$ cat src/design/incremental_pid_with_lowpass_core_defines.svh
// Assertion macros for the incremental PID core.
// Used by the top level only; defining NO_ASSERTIONS leaves the macros empty.
`ifndef INCREMENTAL_PID_WITH_LOWPASS_CORE_DEFINES_SVH
`define INCREMENTAL_PID_WITH_LOWPASS_CORE_DEFINES_SVH

`ifndef NO_ASSERTIONS

// same-cycle implication, sampled on aclk, off during reset
`define IPID_ASSERT_IMP(lbl, ante, cons, msg) \
    lbl: assert property (@(posedge aclk) disable iff (!aresetn) (ante) |-> (cons)) \
        else $error(msg);

// next-cycle implication
`define IPID_ASSERT_NEXT(lbl, ante, cons, msg) \
    lbl: assert property (@(posedge aclk) disable iff (!aresetn) (ante) |=> (cons)) \
        else $error(msg);

`else

`define IPID_ASSERT_IMP(lbl, ante, cons, msg)
`define IPID_ASSERT_NEXT(lbl, ante, cons, msg)

`endif

`endif

$ cat src/design/ipid_pkg.sv
// Shared widths, register indexes, state and command types for the PID core.
// No dependencies.
`timescale 1ns / 1ps

package ipid_pkg;

    localparam int SAMPLE_BITS = 16;
    localparam int GAIN_W      = 16;
    localparam int DRIVE_W     = 32;
    localparam int LIMIT_W     = 31;
    localparam int WEIGHT_W    = 16;

    localparam int ERR_W       = SAMPLE_BITS + 1;   // setpoint - measured
    localparam int D1_W        = ERR_W + 1;         // e - e1
    localparam int D2_W        = ERR_W + 2;         // e - 2*e1 + e2
    localparam int PROD_MAX_W  = D2_W + GAIN_W;
    // headroom for drive plus three gain products
    localparam int ACC_W       = ((PROD_MAX_W > DRIVE_W) ? PROD_MAX_W : DRIVE_W) + 3;
    localparam int MUL_A_W     = ACC_W + 1;         // also holds acc - drive
    localparam int MUL_B_W     = WEIGHT_W + 1;      // gain or unsigned weight
    localparam int PROD_W      = MUL_A_W + MUL_B_W;

    localparam int CFG_ADDR_W  = 3;
    localparam int CFG_DATA_W  = 31;

    localparam logic [CFG_ADDR_W-1:0] CFG_KP        = CFG_ADDR_W'(0);
    localparam logic [CFG_ADDR_W-1:0] CFG_KI        = CFG_ADDR_W'(1);
    localparam logic [CFG_ADDR_W-1:0] CFG_KD        = CFG_ADDR_W'(2);
    localparam logic [CFG_ADDR_W-1:0] CFG_OUT_LIMIT = CFG_ADDR_W'(3);
    localparam logic [CFG_ADDR_W-1:0] CFG_LP_ON     = CFG_ADDR_W'(4);
    localparam logic [CFG_ADDR_W-1:0] CFG_LP_WEIGHT = CFG_ADDR_W'(5);

    localparam logic [WEIGHT_W-1:0] LP_WEIGHT_RESET = WEIGHT_W'(19661);  // 0.3

    typedef enum logic [2:0] {
        ST_IDLE,
        ST_MUL_P,
        ST_MUL_I,
        ST_MUL_D,
        ST_ADD_D,
        ST_MIX_MUL,
        ST_MIX_ADD,
        ST_CLAMP
    } state_t;

    typedef enum logic [1:0] {
        MSEL_P,
        MSEL_I,
        MSEL_D,
        MSEL_MIX
    } mul_sel_t;

    typedef enum logic [1:0] {
        ACC_HOLD,
        ACC_LOAD,
        ACC_ADD,
        ACC_MIX
    } acc_op_t;

    typedef struct packed {
        logic     load;     // latch a new item, shift error history
        mul_sel_t mul_sel;
        acc_op_t  acc_op;
        logic     commit;   // clamp, update drive state, present result
    } ipid_cmd_t;

endpackage

$ cat src/design/incremental_pid_with_lowpass_core.sv
// Incremental PID core with optional low-pass on the drive.
// Steps: accept, P, I and D products, add, mix product and add (low-pass on), clamp.
// One item at a time, taken only while idle; the clamp waits on m_ready. The single
// shared multiplier takes three gain products (and one mix product) in turn.
// Reset (aresetn, synchronous, low): history and drive cleared, gains and
// limit zero, low-pass off with weight 0.3; no clearing pass.
`timescale 1ns / 1ps
`include "incremental_pid_with_lowpass_core_defines.svh"

module incremental_pid_with_lowpass_core (
    input  logic                                    aclk,
    input  logic                                    aresetn,
    input  logic                                    cfg_we,
    input  logic [ipid_pkg::CFG_ADDR_W-1:0]         cfg_addr,
    input  logic [ipid_pkg::CFG_DATA_W-1:0]         cfg_wdata,
    input  logic                                    s_valid,
    output logic                                    s_ready,
    input  logic signed [ipid_pkg::SAMPLE_BITS-1:0] s_setpoint,
    input  logic signed [ipid_pkg::SAMPLE_BITS-1:0] s_measured,
    output logic                                    m_valid,
    input  logic                                    m_ready,
    output logic signed [ipid_pkg::DRIVE_W-1:0]     m_drive
);

    ipid_pkg::ipid_cmd_t cmd;
    logic                lowpass_on;

    ipid_ctrl u_ctrl (
        .aclk       (aclk),
        .aresetn    (aresetn),
        .s_valid    (s_valid),
        .s_ready    (s_ready),
        .m_valid    (m_valid),
        .m_ready    (m_ready),
        .lowpass_on (lowpass_on),
        .cmd        (cmd)
    );

    ipid_dp u_dp (
        .aclk       (aclk),
        .aresetn    (aresetn),
        .cfg_we     (cfg_we),
        .cfg_addr   (cfg_addr),
        .cfg_wdata  (cfg_wdata),
        .s_setpoint (s_setpoint),
        .s_measured (s_measured),
        .cmd        (cmd),
        .lowpass_on (lowpass_on),
        .m_drive    (m_drive)
    );

    `IPID_ASSERT_NEXT(a_one_item_in_flight, s_valid && s_ready, !s_ready, "item accepted while busy")
    `IPID_ASSERT_IMP(a_commit_slot_free, cmd.commit, !m_valid || m_ready, "result overwritten")
    `IPID_ASSERT_IMP(a_valid_from_commit, $rose(m_valid), $past(cmd.commit), "result without commit")
    `IPID_ASSERT_IMP(a_no_load_at_commit, s_valid && s_ready, !cmd.commit, "accept during commit")

endmodule

$ cat src/design/ipid_ctrl.sv
// Sequencer for the PID core: steps the shared multiplier and owns the
// input ready and result valid. Depends on ipid_pkg.
`timescale 1ns / 1ps

module ipid_ctrl (
    input  logic              aclk,
    input  logic              aresetn,
    input  logic              s_valid,
    output logic              s_ready,
    output logic              m_valid,
    input  logic              m_ready,
    input  logic              lowpass_on,
    output ipid_pkg::ipid_cmd_t cmd
);

    ipid_pkg::state_t state_reg, state_next;
    logic             m_valid_reg, m_valid_next;
    logic             out_free;

    assign out_free = !m_valid_reg || m_ready;

    always_ff @(posedge aclk) begin
        if (!aresetn) begin
            state_reg   <= ipid_pkg::ST_IDLE;
            m_valid_reg <= 1'b0;
        end else begin
            state_reg   <= state_next;
            m_valid_reg <= m_valid_next;
        end
    end

    always_comb begin
        state_next = state_reg;
        case (state_reg)
            ipid_pkg::ST_IDLE: begin
                if (s_valid) state_next = ipid_pkg::ST_MUL_P;
            end
            ipid_pkg::ST_MUL_P:   state_next = ipid_pkg::ST_MUL_I;
            ipid_pkg::ST_MUL_I:   state_next = ipid_pkg::ST_MUL_D;
            ipid_pkg::ST_MUL_D:   state_next = ipid_pkg::ST_ADD_D;
            ipid_pkg::ST_ADD_D: begin
                state_next = lowpass_on ? ipid_pkg::ST_MIX_MUL : ipid_pkg::ST_CLAMP;
            end
            ipid_pkg::ST_MIX_MUL: state_next = ipid_pkg::ST_MIX_ADD;
            ipid_pkg::ST_MIX_ADD: state_next = ipid_pkg::ST_CLAMP;
            ipid_pkg::ST_CLAMP: begin
                if (out_free) state_next = ipid_pkg::ST_IDLE;
            end
            default:              state_next = ipid_pkg::ST_IDLE;
        endcase
    end

    always_comb begin
        s_ready     = 1'b0;
        cmd.load    = 1'b0;
        cmd.mul_sel = ipid_pkg::MSEL_MIX;
        cmd.acc_op  = ipid_pkg::ACC_HOLD;
        cmd.commit  = 1'b0;
        case (state_reg)
            ipid_pkg::ST_IDLE: begin
                s_ready  = 1'b1;
                cmd.load = s_valid;
            end
            ipid_pkg::ST_MUL_P: begin
                cmd.mul_sel = ipid_pkg::MSEL_P;
            end
            ipid_pkg::ST_MUL_I: begin
                cmd.mul_sel = ipid_pkg::MSEL_I;
                cmd.acc_op  = ipid_pkg::ACC_LOAD;
            end
            ipid_pkg::ST_MUL_D: begin
                cmd.mul_sel = ipid_pkg::MSEL_D;
                cmd.acc_op  = ipid_pkg::ACC_ADD;
            end
            ipid_pkg::ST_ADD_D: begin
                cmd.acc_op  = ipid_pkg::ACC_ADD;
            end
            ipid_pkg::ST_MIX_MUL: begin
                cmd.mul_sel = ipid_pkg::MSEL_MIX;
            end
            ipid_pkg::ST_MIX_ADD: begin
                cmd.acc_op  = ipid_pkg::ACC_MIX;
            end
            ipid_pkg::ST_CLAMP: begin
                cmd.commit  = out_free;
            end
            default: begin
                s_ready = 1'b0;
            end
        endcase
    end

    always_comb begin
        if (cmd.commit) begin
            m_valid_next = 1'b1;
        end else if (m_ready) begin
            m_valid_next = 1'b0;
        end else begin
            m_valid_next = m_valid_reg;
        end
    end

    assign m_valid = m_valid_reg;

endmodule

$ cat src/design/ipid_dp.sv
// Datapath of the PID core: config registers, error history, shared
// multiplier, accumulator, low-pass mix and clamp. Depends on ipid_pkg.
`timescale 1ns / 1ps

module ipid_dp (
    input  logic                                  aclk,
    input  logic                                  aresetn,
    input  logic                                  cfg_we,
    input  logic [ipid_pkg::CFG_ADDR_W-1:0]       cfg_addr,
    input  logic [ipid_pkg::CFG_DATA_W-1:0]       cfg_wdata,
    input  logic signed [ipid_pkg::SAMPLE_BITS-1:0] s_setpoint,
    input  logic signed [ipid_pkg::SAMPLE_BITS-1:0] s_measured,
    input  ipid_pkg::ipid_cmd_t                   cmd,
    output logic                                  lowpass_on,
    output logic signed [ipid_pkg::DRIVE_W-1:0]   m_drive
);

    logic signed [ipid_pkg::GAIN_W-1:0]   kp_reg, ki_reg, kd_reg;
    logic        [ipid_pkg::LIMIT_W-1:0]  limit_reg;
    logic                                 lp_on_reg;
    logic        [ipid_pkg::WEIGHT_W-1:0] weight_reg;

    logic signed [ipid_pkg::ERR_W-1:0]    err_prev_reg, err_prev2_reg;
    logic signed [ipid_pkg::DRIVE_W-1:0]  drive_acc_reg;

    logic signed [ipid_pkg::ERR_W-1:0]    err_reg;
    logic signed [ipid_pkg::D1_W-1:0]     d1_reg;
    logic signed [ipid_pkg::D2_W-1:0]     d2_reg;
    logic signed [ipid_pkg::ERR_W-1:0]    err_next;
    logic signed [ipid_pkg::D1_W-1:0]     d1_next;
    logic signed [ipid_pkg::D2_W-1:0]     d2_next;

    logic signed [ipid_pkg::MUL_A_W-1:0]  mul_a;
    logic signed [ipid_pkg::MUL_B_W-1:0]  mul_b;
    logic signed [ipid_pkg::PROD_W-1:0]   prod_reg, prod_next;
    logic signed [ipid_pkg::PROD_W:0]     prod_neg;

    logic signed [ipid_pkg::ACC_W-1:0]    acc_reg, acc_next;
    logic signed [ipid_pkg::ACC_W-1:0]    lim_pos, lim_neg, clamped;
    logic signed [ipid_pkg::DRIVE_W-1:0]  drive_next;
    logic signed [ipid_pkg::DRIVE_W-1:0]  m_drive_reg;

    // configuration: the user must write it only while idle; the block does not enforce this
    always_ff @(posedge aclk) begin
        if (!aresetn) begin
            kp_reg     <= '0;
            ki_reg     <= '0;
            kd_reg     <= '0;
            limit_reg  <= '0;
            lp_on_reg  <= 1'b0;
            weight_reg <= ipid_pkg::LP_WEIGHT_RESET;
        end else if (cfg_we) begin
            case (cfg_addr)
                ipid_pkg::CFG_KP:        kp_reg     <= cfg_wdata[ipid_pkg::GAIN_W-1:0];
                ipid_pkg::CFG_KI:        ki_reg     <= cfg_wdata[ipid_pkg::GAIN_W-1:0];
                ipid_pkg::CFG_KD:        kd_reg     <= cfg_wdata[ipid_pkg::GAIN_W-1:0];
                ipid_pkg::CFG_OUT_LIMIT: limit_reg  <= cfg_wdata[ipid_pkg::LIMIT_W-1:0];
                ipid_pkg::CFG_LP_ON:     lp_on_reg  <= cfg_wdata[0];
                ipid_pkg::CFG_LP_WEIGHT: weight_reg <= cfg_wdata[ipid_pkg::WEIGHT_W-1:0];
                default: begin
                end
            endcase
        end
    end

    assign lowpass_on = lp_on_reg;

    // error and its differences, taken when the item is accepted
    assign err_next = ipid_pkg::ERR_W'(s_setpoint) - ipid_pkg::ERR_W'(s_measured);
    assign d1_next  = ipid_pkg::D1_W'(err_next) - ipid_pkg::D1_W'(err_prev_reg);
    assign d2_next  = ipid_pkg::D2_W'(err_next) - (ipid_pkg::D2_W'(err_prev_reg) <<< 1)
                    + ipid_pkg::D2_W'(err_prev2_reg);

    always_ff @(posedge aclk) begin
        if (!aresetn) begin
            err_prev_reg  <= '0;
            err_prev2_reg <= '0;
            drive_acc_reg <= '0;
        end else begin
            if (cmd.load) begin
                err_prev_reg  <= err_next;
                err_prev2_reg <= err_prev_reg;
            end
            if (cmd.commit) begin
                drive_acc_reg <= drive_next;
            end
        end
    end

    always_ff @(posedge aclk) begin
        if (cmd.load) begin
            err_reg <= err_next;
            d1_reg  <= d1_next;
            d2_reg  <= d2_next;
        end
    end

    // shared multiplier operand select
    always_comb begin
        case (cmd.mul_sel)
            ipid_pkg::MSEL_P: begin
                mul_a = ipid_pkg::MUL_A_W'(d1_reg);
                mul_b = ipid_pkg::MUL_B_W'(kp_reg);
            end
            ipid_pkg::MSEL_I: begin
                mul_a = ipid_pkg::MUL_A_W'(err_reg);
                mul_b = ipid_pkg::MUL_B_W'(ki_reg);
            end
            ipid_pkg::MSEL_D: begin
                mul_a = ipid_pkg::MUL_A_W'(d2_reg);
                mul_b = ipid_pkg::MUL_B_W'(kd_reg);
            end
            ipid_pkg::MSEL_MIX: begin
                // (sum - prev) * f; mixed = sum + floor(-(that) / 2^16)
                mul_a = ipid_pkg::MUL_A_W'(acc_reg) - ipid_pkg::MUL_A_W'(drive_acc_reg);
                mul_b = signed'({1'b0, weight_reg});
            end
            default: begin
                mul_a = '0;
                mul_b = '0;
            end
        endcase
    end

    assign prod_next = mul_a * mul_b;

    always_ff @(posedge aclk) begin
        prod_reg <= prod_next;
    end

    assign prod_neg = -(ipid_pkg::PROD_W + 1)'(prod_reg);

    always_comb begin
        case (cmd.acc_op)
            ipid_pkg::ACC_HOLD: acc_next = acc_reg;
            ipid_pkg::ACC_LOAD: acc_next = ipid_pkg::ACC_W'(drive_acc_reg)
                                         + ipid_pkg::ACC_W'(prod_reg);
            ipid_pkg::ACC_ADD:  acc_next = acc_reg + ipid_pkg::ACC_W'(prod_reg);
            ipid_pkg::ACC_MIX:  acc_next = acc_reg
                                         + ipid_pkg::ACC_W'(prod_neg >>> ipid_pkg::WEIGHT_W);
            default:            acc_next = acc_reg;
        endcase
    end

    always_ff @(posedge aclk) begin
        acc_reg <= acc_next;
    end

    // symmetric clamp; a zero limit forces zero
    assign lim_pos = signed'(ipid_pkg::ACC_W'(limit_reg));
    assign lim_neg = -lim_pos;

    always_comb begin
        if (acc_reg <= lim_neg) begin
            clamped = lim_neg;
        end else if (acc_reg >= lim_pos) begin
            clamped = lim_pos;
        end else begin
            clamped = acc_reg;
        end
    end

    assign drive_next = ipid_pkg::DRIVE_W'(clamped);

    always_ff @(posedge aclk) begin
        if (cmd.commit) begin
            m_drive_reg <= drive_next;
        end
    end

    assign m_drive = m_drive_reg;

endmodule
$ cat config.mk
export PLATFORM = sky130hd
export DESIGN_NAME = incremental_pid_with_lowpass_core
export DESIGN_NICKNAME = d
export VERILOG_FILES = /design/src/design/ipid_pkg.sv /design/src/design/incremental_pid_with_lowpass_core.sv /design/src/design/ipid_ctrl.sv /design/src/design/ipid_dp.sv
export VERILOG_INCLUDE_DIRS = /design/src /design/src/design
export SDC_FILE = /design/constraint.sdc
export NUM_CORES = 2
export LEC_CHECK = 0
export BUFFER_PORTS_ARGS = -buffer_cell sky130_fd_sc_hd__buf_2
export CAP_MARGIN = 10
export CORE_MARGIN = 1.5
export CORE_UTILIZATION = 59
export DETAILED_ROUTE_END_ITERATION = 10
export PLACE_DENSITY = 0.76
export SYNTH_ARGS = -nofsm -noshare
export SYNTH_HDL_FRONTEND = slang
export SYNTH_SLANG_ARGS = --single-unit
$ cat constraint.sdc
create_clock -name aclk -period 14.65 [get_ports aclk]
set_clock_uncertainty 0.15 [all_clocks]
set_input_delay 0.7325 -clock aclk [delete_from_list [all_inputs] [get_ports aclk]]
set_output_delay 0.7325 -clock aclk [all_outputs]
set_load 0.02 [all_outputs]
==> metrics.md <==
| Metric | Value |
|---|---|
| Avg WL per Cell | `23.12 µm` |
| Max FFs per register | `54` |
| First DRT Iteration DRCs | `4062` |
| Drt drc | `0` |
| H-tree levels | `2` |
| CP dominant cell by count | `fa_1` |
| CP Launch Type | `flop` |
| Clock buffer count from CTS | `39` |
| Gr usage total | `0.3808` |
| Antenna violations before repair | `3` |
| DIE AREA | `78990 µm²` |
| Worst setup EP type | `flop` |
| Row cnt | `101` |
| Remaining global-route overflow | `0` |
| Routed vias/inst | `6.099` |
| Nets | `6366` |
| Pin count of the biggest net entering global routing | `83` |
| Fin crit share | `0.7233` |
| Core ar. | `76200 µm²` |
| Boundary pin count | `105` |
| IO buf count | `104` |
| Antenna Nets Post-Route | `0` |
| Crit-path slowest cell | `a21oi_2` |
| Gpl congestion | `1.043` |
| # resized after CTS | `0` |
| Ys Warns | `0` |
| Vias in the first global route | `38830` |
| Root Buffer | `clkbuf_16` |
| First-pass GRT wire length | `226800 µm` |
| TNS Setup | `0 ns` |
| Post-synthesis sequential area ratio | `0.1782` |
| Synth top area share | `0.2783` |
| Count of final setup violators | `0` |
| Worst min path class | `input pin to flop` |
| EDFF count, synth | `124` |
| Count of cell types in the netlist | `82` |
| Share of synthesized registers carrying an async set or reset | `0` |
| Setup Buffers After CTS | `0` |
| DIE WIDTH | `281.1 µm` |
| Post-synth top flop | `dfxtp_1` |
| Synthesized Nets | `6367` |
| Peak Freq | `94.37 MHz` |
| Post-CTS Hold Fix Bufs | `0` |
| HPWL Detailed | `115900 µm` |
| Slew of the pin with the lowest slew margin | `1.310 ns` |
| Die height | `281.1 µm` |
| Final Max Tran Viols | `0` |
| Total number of vias | `38810` |
| Clk_lat worst skew | `0.60 ns` |
| Maximum capacitance violations | `0` |
| Sum of buffers and inverters on the critical path | `4` |
| Top cells by area, synth | `fa_1 (28%), ha_1 (9.8%), dfxtp_1 (9.7%)` |
| Commonest cells after routing, fill and taps aside | `inv_1 (770), nand2_1 (758), fa_1 (634)` |
| Clk buf depth | `3` |
| CP top delay family | `compound AO/OA/AOI/OAI gates` |
| Cell count after synthesis | `5304` |
| Area growth, synth to finish | `6.474%` |
| Clock slew at reported path FFs | `0.06 ns` |
| Drt total wl | `147100 µm` |
| Starting Density | `0.5986` |
| Cell taking the most area after synthesis | `fa_1` |
| DRT Pass-1 Iters | `8` |
| Sinks on Clock Net | `344` |
| Min Tclk post-route | `10.60 ns` |
| Critical path class | `flop to flop` |
| CP Data Arrival Time | `10.93 ns` |
| Syn Area/Cell | `8.600 µm²` |
| TritonCTS clock tree | `yes` |
| ANT cells | `0` |
| RSZ-0062 raised after global routing | `false` |
| Slew HR | `0.1268` |
| Hold Violations, Final | `0` |
| Commonest non-fill, non-tap cell in the layout | `inv_1` |
| Share of cells above drive strength 1 | `0.06207` |
| Worst path max stage delay | `0.79 ns` |
| Synthesized area | `45610 µm²` |
| Outcome | `finished, final reports clean` |
| CP required | `14.98 ns` |
| Crit path max fanout | `16` |
| FF+latch count, synth | `344` |
==> area by class of cell <==
cell class / count / area [µm²]
Timing Repair Buffer: 173 / 1041
Inverter: 772 / 2898
Tap cell: 1030 / 1289
Clock inverter: 21 / 245.2
Clock buffer: 50 / 1057
Multi-Input combinational cell: 3973 / 33910
Sequential cell: 344 / 8130
Fill cell: 6462 / 27640
==> worst paths after layout <==
| check | startpoint | to | slack [ns] | depth (start not counted) |
|---|---|---|---|---|
| setup / recovery | u_dp.acc_reg[6]$_DFFE_PP_ | u_dp.prod_reg[51]$_DFF_P_ | 4.05 | 34 |
| hold reg to reg | u_dp.err_prev_reg[7]$_SDFFE_PN0P_ | u_dp.err_prev2_reg[7]$_SDFFE_PN0P_ | 0.30 | 2 |
| setup reg to reg | u_dp.acc_reg[6]$_DFFE_PP_ | u_dp.prod_reg[51]$_DFF_P_ | 4.05 | 34 |
| hold / removal | cfg_wdata[21] | u_dp.limit_reg[21]$_SDFFE_PN0P_ | 0.26 | 3 |
==> logic make-up after synthesis <==
| logic type | synth area share |
|---|---|
| AND/OR/NAND/NOR | 0.1670 |
| adder cells (fa/ha/maj) | 0.3765 |
| buffers and inverters | 0.08141 |
| AO/OA/AOI/OAI | 0.1385 |
| flip-flops | 0.1782 |
| XOR/XNOR | 0.04663 |
| multiplexers | 0.01188 |
==> synthesized netlist by cell type (115+ instances only) <==
| master | instances |
|---|---|
| inv_1 | 771 |
| nand2_1 | 759 |
| fa_1 | 634 |
| nor2_1 | 516 |
| ha_1 | 358 |
| a21oi_1 | 236 |
| dfxtp_1 | 220 |
| clkbuf_1 | 194 |
| xnor2_1 | 161 |
| o21ai_0 | 156 |
| a21boi_0 | 144 |
| edfxtp_1 | 124 |
| a21o_1 | 115 |
==> worst register-to-register path, delay by kind of cell (launching register included) <==
kind / cells / cell delay [ns]
compound gates: 14 / 4.10
xor+xnor: 2 / 0.27
fa+ha+maj: 8 / 3.79
buf+inv: 4 / 0.22
flops: 1 / 0.52
simple gates: 6 / 1.47
==> metrics by stage <==
stage,utilization,hold WS [ns],cell area (µm²),worst slack (ns),instances
after detailed placement,0.6202,0.3054,47260,4.299,6292
after floorplan,-,0.2900,45610,5.616,5304
after global placement,0.6202,0.2972,47260,4.376,6292
final,0.6373,0.2580,48570,4.053,6363
after global routing,0.6373,0.2636,48570,3.366,6363
after CTS,0.6373,0.2405,48570,4.248,6363
==> layer usage <==
layer / track usage / routed length, µm / share of wire
met5: 0 / 14 / 0.000095
met1: 0.5066 / 57980 / 0.39
met2: 0.5881 / 64830 / 0.44
met3: 0.09086 / 16360 / 0.11
met4: 0.1766 / 7950 / 0.054
Power is not shown: default switching activity piles up to over one toggle a cycle in this logic, so the estimate is an artifact.
